**config.mk**
```make
export PLATFORM = sky130hd
export DESIGN_NAME = dil_tap_cell
export DESIGN_NICKNAME = d
export VERILOG_FILES = /design/src/rtl/core/dil_tap_cell.sv
export SDC_FILE = /design/constraint.sdc
export NUM_CORES = 1
export LEC_CHECK = 0
export BUFFER_PORTS_ARGS = -buffer_cell sky130_fd_sc_hd__buf_2
export CORE_AREA = 10 10 48 50
export DETAILED_ROUTE_END_ITERATION = 8
export DIE_AREA = 0 0 58 60
export GPL_TIMING_DRIVEN = 0
export MAX_ROUTING_LAYER = met4
export PLACE_DENSITY = 0.79
export SYNTH_ARGS = -nofsm -noshare
export SYNTH_HDL_FRONTEND = slang
export SYNTH_SLANG_ARGS = --single-unit
```
**constraint.sdc**
```tcl
create_clock -name clk -period 5 [get_ports clk]
set_clock_uncertainty 0.1 [all_clocks]
set_input_delay 1 -clock clk [delete_from_list [all_inputs] [get_ports clk]]
set_output_delay 1 -clock clk [all_outputs]
set_load 0.01 [all_outputs]
```
**src/rtl/core/dil_tap_cell.sv**
```systemverilog
// One cell of the horizontal tap chain: holds one raw cell bit and masks it.
module dil_tap_cell #(
    parameter int IDX  = 0,
    parameter int CMPW = 12
) (
    input  logic            clk,
    input  logic            shift,
    input  logic            din,
    input  logic [CMPW-1:0] hi,
    input  logic [CMPW-1:0] width,
    input  logic [CMPW-1:0] span,
    output logic            tap,
    output logic            hit
);

    // Stream distance of the held bit from the newest item
    localparam logic [CMPW-1:0] OFFSET = CMPW'(IDX + 1);

    logic bit_reg;

    always_ff @(posedge clk)
    begin
        if (shift)
        begin
            bit_reg <= din;
        end
    end

    assign tap = bit_reg;
    // Keep the bit only if it lies in the same row and inside the window
    assign hit = bit_reg && (OFFSET <= hi) && ((OFFSET + width) > hi) && (OFFSET <= span);

endmodule

```
Yosys cells after proc, flatten, opt, wreduce, memory -nomap -nowiden
Cells that the tools add are included.
Operators by class
  add/sub/neg operators: 1
  $lt $le $gt $ge: 3
  reduce and logical (&&, ||, !) cells: 3
Operators with widths (count)
  $le 1x12->1 const A: 2
  $add 1x12->12 const A: 1
  $gt 12x12->1: 1
  $logic_and 1x1->1: 3
Storage, ports and cells
  register bits after elaboration: 1
  output and inout bits: 2
  bits of input ports: 39
  logic and storage cells: 8

Longest topological paths before layout
  word-level depth: 4
  mapped depth: 10
  gate-level depth less buffers: 10

Worst setup path after synthesis
No wires, ideal clock.
  kind: in2out
  start: input port width[0]
  end: output port hit
  stages on the path: 9
  data arrival time: 2.632 ns
  slack: 1.268 ns
  data required time: 3.900 ns
  buffers on the path: 0
  cells stage by stage: ha_1 nand4_1 nor2_1 nand3_1 xnor2_1 ha_1 nand4_1 a211o_1 a31oi_1
On the way
  cells in the longest elaborated chain, start to end: 4
Ends and longest elaborated chain
  start, declared: line 10  | input logic [CMPW-1:0] width,
  $add 1x12->12: line 31  | assign hit = bit_reg && (OFFSET <= hi) && ((OFFSET + width) > hi) && (OFFSET <= span);
  $gt 12x12->1: line 31
  $logic_and 1x1->1 (2 in a row): line 31
  end, declared: line 13  | output logic hit
Every way passes these cells.

Worst setup path in the final report
Ends and elaborated chain as after synthesis.

==> qor.csv <==
stage;metric;value;unit
setup_path;CP Capture Type;output pin;
hold_path;startpoint of the worst hold path;din;
detailed_routing;total met3 wirelength after detailed routing;109;µm
cells_and_area;Final nets;172;
cells_and_area;Largest register FFs;1;
synth;Distinct cells, synth;21;
grt;via count of the first global-routing pass;765;
clock_tree;Post-CTS Hold Buffers;0;
timing;endpoints failing hold;0;
timing;final worst-path cycle share;82.12;%
setup_path;Setup CP Type;in2out;
power_and_ir_drop;Static Leak;0.4262;nW
cells_and_area;total area of sequential cells;30.03;µm²
setup_path;Critical Path Source Type;input port;
grt;wire length of the first global-routing pass;2891;µm
detailed_routing;via/cell ratio;5.187;
detailed_routing;first-pass iteration count of the detailed router;4;
setup_path;Slowest Stage Delay on Critical Path;390;ps
cells_and_area;fraction of final layout cells sized beyond drive strength 1;35.59;%
grt;number of antenna violations at the first check in global routing;0;
job;Max Cap Viol;0;
timing;achievable clock frequency;0.2435;GHz
power_and_ir_drop;power per cell area;82.29;mW/mm²
placed_design;DP HPWL;1684;µm
detailed_routing;antenna violation net count after detailed routing;0;
synth;number of synthesis warnings;0;
hold_path;Hold WC Path Type;in2reg;
timing;worst-margin pin slew;322.0;ps
clock_tree;number of gates resized after CTS;0;
synth;Synth Cell Area;563.0;µm²
detailed_routing;via total after detailed routing;695;
detailed_routing;met1 wire length;690;µm
die;initial cell density of the core;39.20;%
detailed_routing;initial DRC count;14;
detailed_routing;detailed route wirelength on metal2;936;µm
die;area of the die;0.003480;mm²
setup_path;critical-path cell with the highest stage delay;sky130_fd_sc_hd__or3_1;
setup_path;CP max FO;4;
die;floorplan core area;0.001436;mm²
synth;dominant cells by area after synthesis;sky130_fd_sc_hd__ha_1, sky130_fd_sc_hd__xor2_1, sky130_fd_sc_hd__inv_1;
die;Top-Level Pins;41;
power_and_ir_drop;largest voltage drop on the vdd net;0.04508;mV
synth;Syn Inst Count;78;
placed_design;Placer Congestion;0.7809;
setup_path;worst path arrival time;3010;ps
timing;number of max-slew violations in the final report;0;
cells_and_area;area of combinational cells with multiple inputs;488.0;µm²
timing;min Tclk post-route;4106;ps
synth;fraction of synthesis flops using an asynchronous set or reset pin;0;%
grt;largest net degree at the start of global routing;6;
synth;Yosys top cell area share;28.89;%
setup_path;number of buffers and inverters on the critical path;2;
setup_path;Top Family by Delay on Critical Path;simple AND/OR/NAND/NOR gates;
placed_design;number of port buffers;40;
cells_and_area;Syn-to-layout area delta;39.11;%
synth;Post-synth EDFFs;1;
cells_and_area;final-layout fill cell count;167;
detailed_routing;mean routed wirelength per cell;12.96;µm
synth;fraction of the yosys area taken by sequential cells;5.333;%
detailed_routing;routed wire length;1736;µm
synth;Avg Cell Area, Syn;7.218;µm²
die;Die H;60;µm
timing;final total negative setup slack;0;ps
timing;setup repair after global routing missed its margin;false;
clock_tree;Setup Fix Bufs, Post-CTS;0;
detailed_routing;highest layer used for signal routing;met3;
synth;flip-flop cell with the highest count after synthesis;sky130_fd_sc_hd__edfxtp_1;
die;die width;58;µm
timing;relative slew slack;78.34;%
outcome;run status;finished clean;
grt;overall track demand over capacity in global routing;9.855;%
setup_path;data required time at the worst endpoint;3900;ps
grt;Overflow after GRT;0;
cells_and_area;ANT cells;0;
setup_path;worst-path cell chain;buf_2 > ha_1 > nand4_1 > nor2_1 > nand3_1 > xnor2_1 > ha_1 > nand4_1 > or3_1 > nand4_1 > a31oi_1 > buf_2;
cells_and_area;core utilization of the finished layout;54.53;%
hold_path;Worst Hold Depth;1;
power_and_ir_drop;power consumption;0.06445;mW
setup_path;critical path's most frequent cell;sky130_fd_sc_hd__nand4_1;
die;number of core rows;14;
timing;number of setup violations in the final report;0;
clock_tree;clk slew on worst S/H paths;0;ps
synth;synthesis-stage register bit count;1;
detailed_routing;# DRC;0;
hold_path;end point of the worst hold path;tap;
synth;Synthesized Nets;130;
synth;largest area contributor in the netlist;sky130_fd_sc_hd__ha_1;
[cell usage after synthesis (all sizes together), types with 4 or more instances]
cell / count
a21oi: 5
ha: 13
inv: 12
nand2: 4
nand3: 8
nand4: 6
nor2: 4
nor4: 6
xnor2: 4
xor2: 6
[area by class of cell]
class                           count  share of cell area [%]
Inverter                           12                   5.751
Multi-Input combinational cell     65                   62.30
Sequential cell                     1                   3.834
Tap cell                           16                   2.556
Timing Repair Buffer               40                   25.56
[metal layers]
layer | up-vias | global-route usage (%)
met5 | - | -
met3 | 0 | 1.907
met1 | 310 | 9.753
met4 | 0 | 0.3356
met2 | 19 | 20.09
li1 | 366 | -
[cell families (layout without fill, tap and decap cells)]
group / Yosys count / in the layout / synth area share (%)
simple gates: 33 / 33 / 32.89
fa+ha+maj: 13 / 13 / 28.89
buf+inv: 12 / 52 / 7.999
xor+xnor: 10 / 10 / 15.55
compound gates: 9 / 9 / 9.333
flops: 1 / 1 / 5.334
[layout by cell type (no fill, tap or decap)]
cell,n
sky130_fd_sc_hd__a211o_1,1
sky130_fd_sc_hd__a21oi_1,5
sky130_fd_sc_hd__a31oi_1,1
sky130_fd_sc_hd__and3_1,1
sky130_fd_sc_hd__buf_2,40
sky130_fd_sc_hd__edfxtp_1,1
sky130_fd_sc_hd__ha_1,13
sky130_fd_sc_hd__inv_1,12
sky130_fd_sc_hd__nand2_1,4
sky130_fd_sc_hd__nand2b_1,1
sky130_fd_sc_hd__nand3_1,7
sky130_fd_sc_hd__nand3_2,1
sky130_fd_sc_hd__nand4_1,6
sky130_fd_sc_hd__nor2_1,4
sky130_fd_sc_hd__nor2b_1,1
sky130_fd_sc_hd__nor3_2,1
sky130_fd_sc_hd__nor4_1,6
sky130_fd_sc_hd__o211ai_1,1
sky130_fd_sc_hd__o21ai_0,1
sky130_fd_sc_hd__or3_1,1
sky130_fd_sc_hd__xnor2_1,4
sky130_fd_sc_hd__xor2_1,6
[stage by stage]
step	worst slack, ps	instance area, µm²	hold slack, ps	instances
floorplan	1268	563.0	998.9	78
global placement	890.4	783.3	1077	134
detailed placement	870.9	783.3	1084	134
CTS	867.6	783.3	1084	134
global route	702.2	783.3	1087	134
finish	894.0	783.3	1084	134
[worst max-delay path by stage]
| stage | start | to | cells past startpoint |
|---|---|---|---|
| after floorplan | width[0] | hit | 9 |
| after global placement | width[0] | hit | 12 |
| after detailed placement | width[0] | hit | 12 |
| after CTS | width[0] | hit | 12 |
| after global routing | width[0] | hit | 12 |
| final | width[0] | hit | 12 |
[power breakdown]
group	leakage, nW	switching (mW)	internal, mW
Clock	0	0	0
Combinational	0.416	0.0270	0.0270
Sequential	0.00979	0.000269	0.0102
(Power assumes the default switching activity.)
