[src/rtl/core/dil_pkg.sv]
// Shared constants and types for the binary square dilation block.
package dil_pkg;

    // Default sizing of the grid and the window
    localparam int MAX_WIDTH_DEF  = 1024;
    localparam int MAX_HEIGHT_DEF = 1024;
    localparam int MAX_RADIUS_DEF = 15;

    // Register reset values
    localparam int GRID_WIDTH_RST     = 1024;
    localparam int GRID_HEIGHT_RST    = 1024;
    localparam int INFLATE_RADIUS_RST = 1;

    // Configuration port layout
    localparam int CFG_INDEX_W    = 2;
    localparam int CFG_DATA_W     = 11;
    localparam int RADIUS_FIELD_W = 4;

    localparam logic [CFG_INDEX_W-1:0] REG_GRID_WIDTH     = 2'd0;
    localparam logic [CFG_INDEX_W-1:0] REG_GRID_HEIGHT    = 2'd1;
    localparam logic [CFG_INDEX_W-1:0] REG_INFLATE_RADIUS = 2'd2;

    // Result queue depth, a power of two
    localparam int OUT_DEPTH = 4;

    typedef struct packed {
        logic inflated_occupied;
        logic frame_last;
    } result_t;

endpackage

[src/rtl/core/dil_out_fifo.sv]
// Small result queue between the window pipeline and the output channel.
module dil_out_fifo #(
    parameter int DEPTH = dil_pkg::OUT_DEPTH
) (
    input  logic                       clk,
    input  logic                       rst_n,
    input  logic                       push,
    input  dil_pkg::result_t           push_data,
    output logic                       valid,
    input  logic                       ready,
    output dil_pkg::result_t           data,
    output logic [$clog2(DEPTH+1)-1:0] count
);

    localparam int PW = $clog2(DEPTH);
    localparam int CW = $clog2(DEPTH + 1);

    dil_pkg::result_t slot_reg [DEPTH];
    logic [PW-1:0]    wr_ptr_reg;
    logic [PW-1:0]    rd_ptr_reg;
    logic [CW-1:0]    count_reg;
    logic [CW-1:0]    count_next;
    logic             pop;

    assign pop   = valid && ready;
    assign valid = (count_reg != '0);
    assign data  = slot_reg[rd_ptr_reg];
    assign count = count_reg;

    always_comb
    begin
        count_next = count_reg;
        if (push && !pop)
        begin
            count_next = count_reg + CW'(1);
        end
        else if (!push && pop)
        begin
            count_next = count_reg - CW'(1);
        end
    end

    always_ff @(posedge clk or negedge rst_n)
    begin
        if (!rst_n)
        begin
            wr_ptr_reg <= '0;
            rd_ptr_reg <= '0;
            count_reg  <= '0;
        end
        else
        begin
            if (push)
            begin
                wr_ptr_reg <= wr_ptr_reg + PW'(1);
            end
            if (pop)
            begin
                rd_ptr_reg <= rd_ptr_reg + PW'(1);
            end
            count_reg <= count_next;
        end
    end

    always_ff @(posedge clk)
    begin
        if (push)
        begin
            slot_reg[wr_ptr_reg] <= push_data;
        end
    end

endmodule

[config.mk]
export PLATFORM = sky130hd
export DESIGN_NAME = dil_out_fifo
export DESIGN_NICKNAME = d
export VERILOG_FILES = /design/src/rtl/core/dil_pkg.sv /design/src/rtl/core/dil_out_fifo.sv
export SDC_FILE = /design/constraint.sdc
export NUM_CORES = 1
export LEC_CHECK = 0
export BUFFER_PORTS_ARGS = -buffer_cell sky130_fd_sc_hd__buf_4
export CAP_MARGIN = 10
export CORE_ASPECT_RATIO = 1.2
export CORE_MARGIN = 2
export CORE_UTILIZATION = 41
export CTS_CLUSTER_DIAMETER = 50
export DETAILED_ROUTE_END_ITERATION = 10
export PLACE_DENSITY_LB_ADDON = 0.05
export SETUP_SLACK_MARGIN = 0.4
export SKIP_LAST_GASP = 1
export SYNTH_ARGS = -nofsm -noshare
export SYNTH_HDL_FRONTEND = slang
export SYNTH_SLANG_ARGS = --single-unit
[constraint.sdc]
create_clock -name clk -period 2.8 [get_ports clk]
set_input_delay 0.28 -clock clk [delete_from_list [all_inputs] [get_ports clk]]
set_output_delay 0.28 -clock clk [all_outputs]
set_load 0.01 [all_outputs]
==> Word-level counts from Yosys, hierarchy flattened <==
Memories as Yosys holds them, arrays and structs flattened.
Index checks and enable logic that the tools add are counted.
{ "classes": {"n_addsub": 4, "n_mux": 4, "reduce_logical": 7} }
{ "op_table": {"columns": ["operator", "n"], "rows": [
  ["$mux 3", 2],
  ["$add 2x1->2 const B", 2],
  ["$add 3x1->3 const B", 1],
  ["$logic_and 1x1->1", 3],
  ["$reduce_bool 3->1", 1],
  ["$sub 3x1->3 const B", 1],
  ["$logic_not 1->1", 2],
  ["$mux 1", 2],
  ["$reduce_bool 2->1", 1]
]} }
{ "totals": {"reg_bits": 7, "ram_bits": 8, "input_bits": 6, "output_inout_bits": 6, "word_cells": 19, "n_memories": 1} }
{ "memory_table": {"columns": ["memory", "words", "word_bits", "rd", "rd_clocked_by_memory_dff", "wr", "line", "source"], "rows": [
  ["slot_reg", 4, 2, 1, 0, 1, "dil_out_fifo.sv:18", "dil_pkg::result_t slot_reg [DEPTH];"]
]} }

==> Depth between registers and ports, before layout <==
Gate-level depths: netlist (run 1).
{ "depth": {"ltp_word": 5, "depth_mapped": 8} }

==> Worst setup path before layout (run 1) <==
Ideal clock, no wire load.
{ "synth_path": {"kind": "register to register", "start": "reg count_reg[1], in the netlist count[1]", "end": "reg count_reg[2], in the netlist count[2]", "setup_ns": 0.079, "arrival_ns": 1.916, "slack_ns": 0.805, "path_stages_with_launch": 9, "n_path_buf": 0, "synth_period_minus_slack_ns": 1.995, "cell_sequence": "dfrtp_1 > or3_4 > nand2_4 > ha_1 > inv_1 > fa_1 > xor2_1 > nor2_1 > xor2_1"} }
{ "synth_between": {"elab_chain_len": 5, "elab_cells_between_ends": 10, "cone_classes": "add/sub: 2; mux: 2; reduce/logical: 6"} }
{ "synth_lines": {"columns": ["element", "line", "source"], "rows": [
  ["start: declaration", "dil_out_fifo.sv:21", "logic [CW-1:0] count_reg;"],
  ["start signal: assignment", "dil_out_fifo.sv:61", "count_reg <= count_next;"],
  ["$reduce_bool 3->1 (*)", "dil_out_fifo.sv:26", "assign valid = (count_reg != '0);"],
  ["via valid", "dil_out_fifo.sv:9", "output logic valid,"],
  ["$logic_and 1x1->1 (*)", "dil_out_fifo.sv:25", "assign pop = valid && ready;"],
  ["$logic_not 1->1", "dil_out_fifo.sv:33", "if (push && !pop)"],
  ["$logic_and 1x1->1", "dil_out_fifo.sv:33", null],
  ["$mux 3 / $reduce_bool 2->1 (equally long branches)", null, null]
]} }
The timed path passes the listed nets; every way through them passes the cells marked *. The select of a mux whose other input is x is not followed.
A chain may end at the register's enable or synchronous reset.

==> Worst setup path in the final report (run 1) <==
{ "layout_path": {"start": "reg count_reg[0], in the netlist count[0]", "end": "reg count_reg[2], in the netlist count[2]"} }
{ "layout_between": {"elab_chain_len": 5, "elab_cells_between_ends": 10, "cone_classes": "add/sub: 2; mux: 2; reduce/logical: 6"} }
{ "layout_lines": {"columns": ["element"], "rows": [
  ["branches (longest 5 deep; another with $sub 3x1->3)"]
]} }
Parallel ways; which one is timed is not known. The select of a mux whose other input is x is not followed.

==> impl_metrics.tcl, run 1 <==
set metrics [dict create \
    status "completed" \
    clock.fmax_mhz 485.9 \
    yosysUniqueCellTypes 17 \
    intPower_uw 548.7 \
    die_area_um2 2034 \
    seqPwrFrac_pct 46.9 \
    skew_ns 0.005604 \
    clock_latency_ns 0.27 \
    finalWorstSetupSlack_ns 0.7420 \
    r2r-start "count[0]" \
    report.final.slew_viol_count 0 \
    hold_viol 0 \
    grt_overflow 0 \
    critical_path.startpoint_type "flip-flop" \
    drt-wirelength-per-cell_um 13.03 \
    netlist_instances 43 \
    drive_gt1_share_pct 32.20 \
    clk_pin_slew_ns 0.08 \
    cpMostUsedCell "xor2_1" \
    antenna_found_initial 0 \
    switching_share_pct 32.91 \
    drc_errors 0 \
    cts_tree "yes" \
    pin_count 12 \
    avgViaCountPerCell 4.831 \
    crit_chain "or3_4, nand2_4, ha_1, inv_1, fa_1, xor2_1, nor2_1, xor2_1" \
    nFillCells 153 \
    largest_register_ffs 8 \
    min_from "push_data[0]" \
    grt_max_degree 9 \
    crit_type "flip-flop to flip-flop" \
    cts_buffers 3 \
    synth_area_um2 691.9 \
    synth_seq_area_share_pct 60.04 \
    grt_pass1_wl_um 1842 \
    path_buf_inv 1 \
    rows 16 \
    firstDrtPassIters 2 \
    setup_violations 0 \
    dr_total_vias 372 \
    powerDensity_nw_per_um2 981.5 \
    cap_violations 0 \
    drtIter0Drc 2 \
    gp_congestion 0.6675 \
    synth-seq-cells 15 \
    gr-usage-all-layers_pct 12.16 \
    cts_sinks 15 \
    ir_drop_mv 0.4375 \
    crit_family "simple AND/OR/NAND/NOR gates" \
    p_sw_uw 269.2 \
    insertedDiodeCount 0 \
    setup_tns_ns 0 \
    grt_pass1_vias 427 \
    clockRootBuffer "clkbuf_4" \
    required_ns 3.00 \
    rsz0062_at_grt "no" \
    arrival_ns 2.26 \
    clockBufferDepth 2 \
    numPortBuffers 11 \
    hp-class "primary input to flip-flop" \
    die_x_um 41.50 \
    post-route-period-util_pct 73.50 \
    cts_hold_buf 1 \
    cts_max_level 1 \
    dp_slack_ns 0.7533 \
    drt-total-wl_um 1003 \
    startpoint "count[0]" \
    nets 72 \
    fin_util_pct 52.03 \
    pwr-share-clk_pct 14.0 \
    endpoint_kind "flip-flop" \
    syn_to_final_growth_pct 20.43 \
    ys_warn_count 0 \
    dieHeight_um 49 \
    hpwl_um 831.1 \
    cts_resized 0 \
    start_util_pct 43.20 \
    combPwrFrac_pct 39.1 \
    path_max_fanout 4 \
    relSlewSlack_pct 85.67 \
    post-cts-setup-buffers 0 \
    critPathMaxStageDelay_ns 0.45 \
    avgSynthCellArea_um2 16.09 \
    coreArea_um2 1602 \
    syn_nets 55 \
    period_minus_slack_ns 2.058 \
    crit_slowest_cell "dfrtp_1" \
    worst_pin_slew_ns 0.2149 \
    p_leak_uw 0.0003559 \
    ant_nets 0 \
]
-- logic make-up after synthesis --
logic type	share of synthesized area, %
AO/OA/AOI/OAI	0.7226
XOR/XNOR	7.596
flip-flops	60.04
multiplexers	8.680
AND/OR/NAND/NOR	9.401
buffers and inverters	1.627
adder cells (fa/ha/maj)	11.94
-- cells in the mapped netlist (all sizes together) --
| library cell | instances | area [µm²] |
|---|---|---|
| or3 | 1 | 11.26 |
| ha | 5 | 62.56 |
| xor2 | 3 | 26.28 |
| nor2 | 1 | 3.750 |
| mux2 | 1 | 11.26 |
| inv | 3 | 11.26 |
| dfrtp | 7 | 175.2 |
| edfxtp | 8 | 240.2 |
| mux4 | 2 | 48.80 |
| nand2 | 2 | 15.01 |
| and2 | 4 | 25.02 |
| o21ai | 1 | 5.000 |
| fa | 1 | 20.02 |
| xnor2 | 3 | 26.28 |
| nand3 | 1 | 10.01 |
-- power groups by stage --
stage	logic [µW]	clock network, µW	registers [µW]
detailed placement	324	0	390
global route	360	135	397
floorplan	199	0	383
global placement	307	0	382
CTS	327	123	386
finish	319	115	384
-- stage by stage --
step	total power (µW)	cells	hold slack, ns	cell area (µm²)
6_report	817.9	77	0.2055	833.3
3_3_place_gp	688.7	72	0.09875	797.0
2_1_floorplan	582.7	43	-0.01559	691.9
3_5_place_dp	714.3	72	0.1012	797.0
4_1_cts	834.8	77	0.1966	833.3
5_1_grt	892.4	77	0.1922	833.3
-- cells in the final DEF (no fill, tap or decap), drive strengths merged, types with 2 or more instances in the layout --
| cell type | count |
|---|---|
| dfrtp | 7 |
| xor2 | 3 |
| ha | 5 |
| and2 | 4 |
| clkbuf | 4 |
| nand2 | 2 |
| buf | 11 |
| inv | 3 |
| mux4 | 2 |
| xnor2 | 3 |
| edfxtp | 8 |
-- worst register-to-register path, cell delays in order (launching register included) --
cell,delay [ns]
dfrtp_1,0.45
or3_4,0.42
nand2_4,0.09
ha_1,0.17
inv_1,0.06
fa_1,0.37
xor2_1,0.15
nor2_1,0.12
xor2_1,0.15
-- routing by layer --
| metal | vias to the layer above | routed length (µm) | track usage (%) |
|---|---|---|---|
| met5 | - | 0 | 0 |
| met4 | 0 | 0 | 6.452 |
| met3 | 0 | 29 | 2.222 |
| met2 | 6 | 611 | 22.40 |
| met1 | 183 | 362 | 12.75 |
| li1 | 183 | - | - |
-- final timing paths --
path | endpoint | slack, ns | cells after the start
hold reg to reg | count[2] | 0.52 | 1
max in group asynchronous | wr_ptr_reg[1] | 2.32 | 2
min in group asynchronous | count[2] | 0.35 | 2
setup / recovery | count[2] | 0.74 | 8
setup reg to reg | count[2] | 0.74 | 8
hold / removal | slot_reg[3][0] | 0.21 | 1
-- final cells by class --
type / instances / area [µm²] / area share [%]
Sequential cell: 15 / 415.4 / 49.85
Clock buffer: 4 / 26.28 / 3.153
Inverter: 3 / 11.26 / 1.351
Tap cell: 18 / 22.52 / 2.703
Timing Repair Buffer: 12 / 92.59 / 11.11
Multi-Input combinational cell: 25 / 265.3 / 31.83
(Power assumes the default switching activity.)
==> inputs of run 2 (changes only) <==
==> constraint.sdc (replaced) <==
create_clock -name clk -period 1.8 [get_ports clk]
set_input_delay 0.18 -clock clk [delete_from_list [all_inputs] [get_ports clk]]
set_output_delay 0.18 -clock clk [all_outputs]
set_load 0.01 [all_outputs]
==> run 2 against run 1 <==
Against the previous run:
- the flow now finishes with violations (setup timing)
- largest cell class unchanged
- highest routed layer is now met4
- cell area rose by 15%
- clock power rose by 61%
- non-clock buffer count grew 13
==> impl_metrics.tcl, run 2 (synthesized netlist as in run 1, its figures left out) <==
set metrics [dict create \
    grt_max_degree 10 \
    drc_errors 0 \
    p_leak_uw 0.0004205 \
    clock.fmax_mhz 538.0 \
    antenna_found_initial 0 \
    nets 85 \
    ir_drop_mv 0.8421 \
    grt_pass1_vias 477 \
    hold_viol 0 \
    arrival_ns 2.03 \
    grt_overflow 0 \
    gp_congestion 0.7009 \
    powerDensity_nw_per_um2 1605 \
    dpl_cell_area_um2 862.1 \
    rows 16 \
    layout_commonest_cell "buf_4" \
    numPortBuffers 11 \
    fin_util_pct 59.77 \
    cts_buffers 3 \
    report.final.slew_viol_count 0 \
    cts_max_level 1 \
    die_area_um2 2034 \
    nFillCells 131 \
    path_buf_inv 1 \
    crit_slowest_cell "dfrtp_2" \
    cap_violations 0 \
    skew_ns 0.005476 \
    final_area_um2 957.2 \
    die_x_um 41.50 \
    required_ns 1.97 \
    largest_register_ffs 8 \
    crit_family "adder cells" \
    critPathMaxStageDelay_ns 0.42 \
    avgViaCountPerCell 4.600 \
    clockBufferDepth 2 \
    clock_latency_ns 0.27 \
    worst_pin_slew_ns 0.1564 \
    drt-total-wl_um 1248 \
    drt-wirelength-per-cell_um 13.87 \
    hpwl_um 938.6 \
    dr_total_vias 414 \
    critical_path.startpoint_type "flip-flop" \
    coreArea_um2 1602 \
    endpoint_kind "flip-flop" \
    relSlewSlack_pct 89.57 \
    firstDrtPassIters 4 \
    drtIter0Drc 2 \
    cts_sinks 15 \
    register_area_um2 417.9 \
    drive_gt1_share_pct 54.17 \
    crit_type "flip-flop to flip-flop" \
    gr-usage-all-layers_pct 14.56 \
    insertedDiodeCount 0 \
    setup_tns_ns -0.1172 \
    start_util_pct 43.20 \
    clk_pin_slew_ns 0.09 \
    setup_violations 2 \
    cts_tree "yes" \
    dieHeight_um 49 \
    period_minus_slack_ns 1.859 \
    crit_chain "or3_4, nand2_4, ha_4, inv_2, fa_2, mux2_4" \
    rrSetupSlack_ns -0.06 \
    place_inst 78 \
    layout_common_cells "buf_4 (22), edfxtp_1 (8), dfrtp_1 (5), and2_1 (4), ha_1 (4)" \
    post-route-period-util_pct 103.3 \
    finalWorstSetupSlack_ns -0.05891 \
    pin_count 12 \
    rsz0062_at_grt "yes" \
    hp-class "primary input to flip-flop" \
    grt_pass1_wl_um 2166 \
    ant_nets 0 \
    syn_to_final_growth_pct 38.34 \
    stdcell_count 90 \
    path_max_fanout 2 \
    status "finished with violations" \
    clockRootBuffer "clkbuf_4" \
    violations "setup timing" \
    multi_input_area_um2 280.3 \
    dp_slack_ns -0.06704 \
]
==> run 2: changes by cell type in the layout (fill, tap and decap cells not counted), moves of 2 or more <==
cell | previous run | this run
dfrtp_1 | 7 | 5
buf_6 | 0 | 2
buf_4 | 11 | 22
dfrtp_2 | 0 | 2
==> run 2: worst reg2reg max path: stages, from the launching register on <==
cell,delay [ns]
dfrtp_2,0.42
or3_4,0.38
nand2_4,0.09
ha_4,0.13
inv_2,0.04
fa_2,0.41
mux2_4,0.28
==> run 2: through the flow <==
step | hold WS (ns) | power, µW
after floorplan | -0.1156 | 939.9
after detailed placement | 0.001068 | 1239
final | 0.09994 | 1536
after CTS | 0.1001 | 1502
after global placement | -0.001067 | 1183
after global routing | 0.09713 | 1654
==> run 2: path summary, 6_finish.rpt <==
kind | startpoint | endpoint | depth (start not counted)
setup / recovery | count[0] | count[1] | 6
hold / removal | push_data[0] | slot_reg[0][0] | 1
hold reg to reg | wr_ptr_reg[0] | wr_ptr_reg[0] | 1
max in group asynchronous | rst_n | count[0] | 2
setup reg to reg | count[0] | count[1] | 6
min in group asynchronous | rst_n | rd_ptr_reg[1] | 2
==> run 2: layout make-up <==
| cell class | count | area share [%] |
|---|---|---|
| Clock buffer | 3 | 2.353 |
| Clock inverter | 1 | 0.5229 |
| Sequential cell | 15 | 43.66 |
| Tap cell | 18 | 2.353 |
| Multi-Input combinational cell | 25 | 29.28 |
| Timing Repair Buffer | 25 | 20.65 |
| Inverter | 3 | 1.176 |
==> run 2: where the power goes <==
group	internal (µW)	switching (µW)	leakage [µW]
clock network	82.2	102	0.0000177
registers	489	81.7	0.000154
logic	470	310	0.000249
==> run 2: what timing repair did <==
item	CTS	global route
cloned	0	0
setup endpoints to repair	5	5
pin swaps	1	0
hold buffers	1	0
resized for setup	4	0
buffers inserted	4	3
hold endpoints to repair	7	0
==> run 2: routing by layer <==
metal | track usage (%) | vias up | routed length [µm]
met5 | 0 | - | 0
li1 | - | 205 | -
met2 | 27.34 | 9 | 736
met4 | 6.452 | 0 | 15
met1 | 15.40 | 196 | 457
met3 | 2.593 | 4 | 37
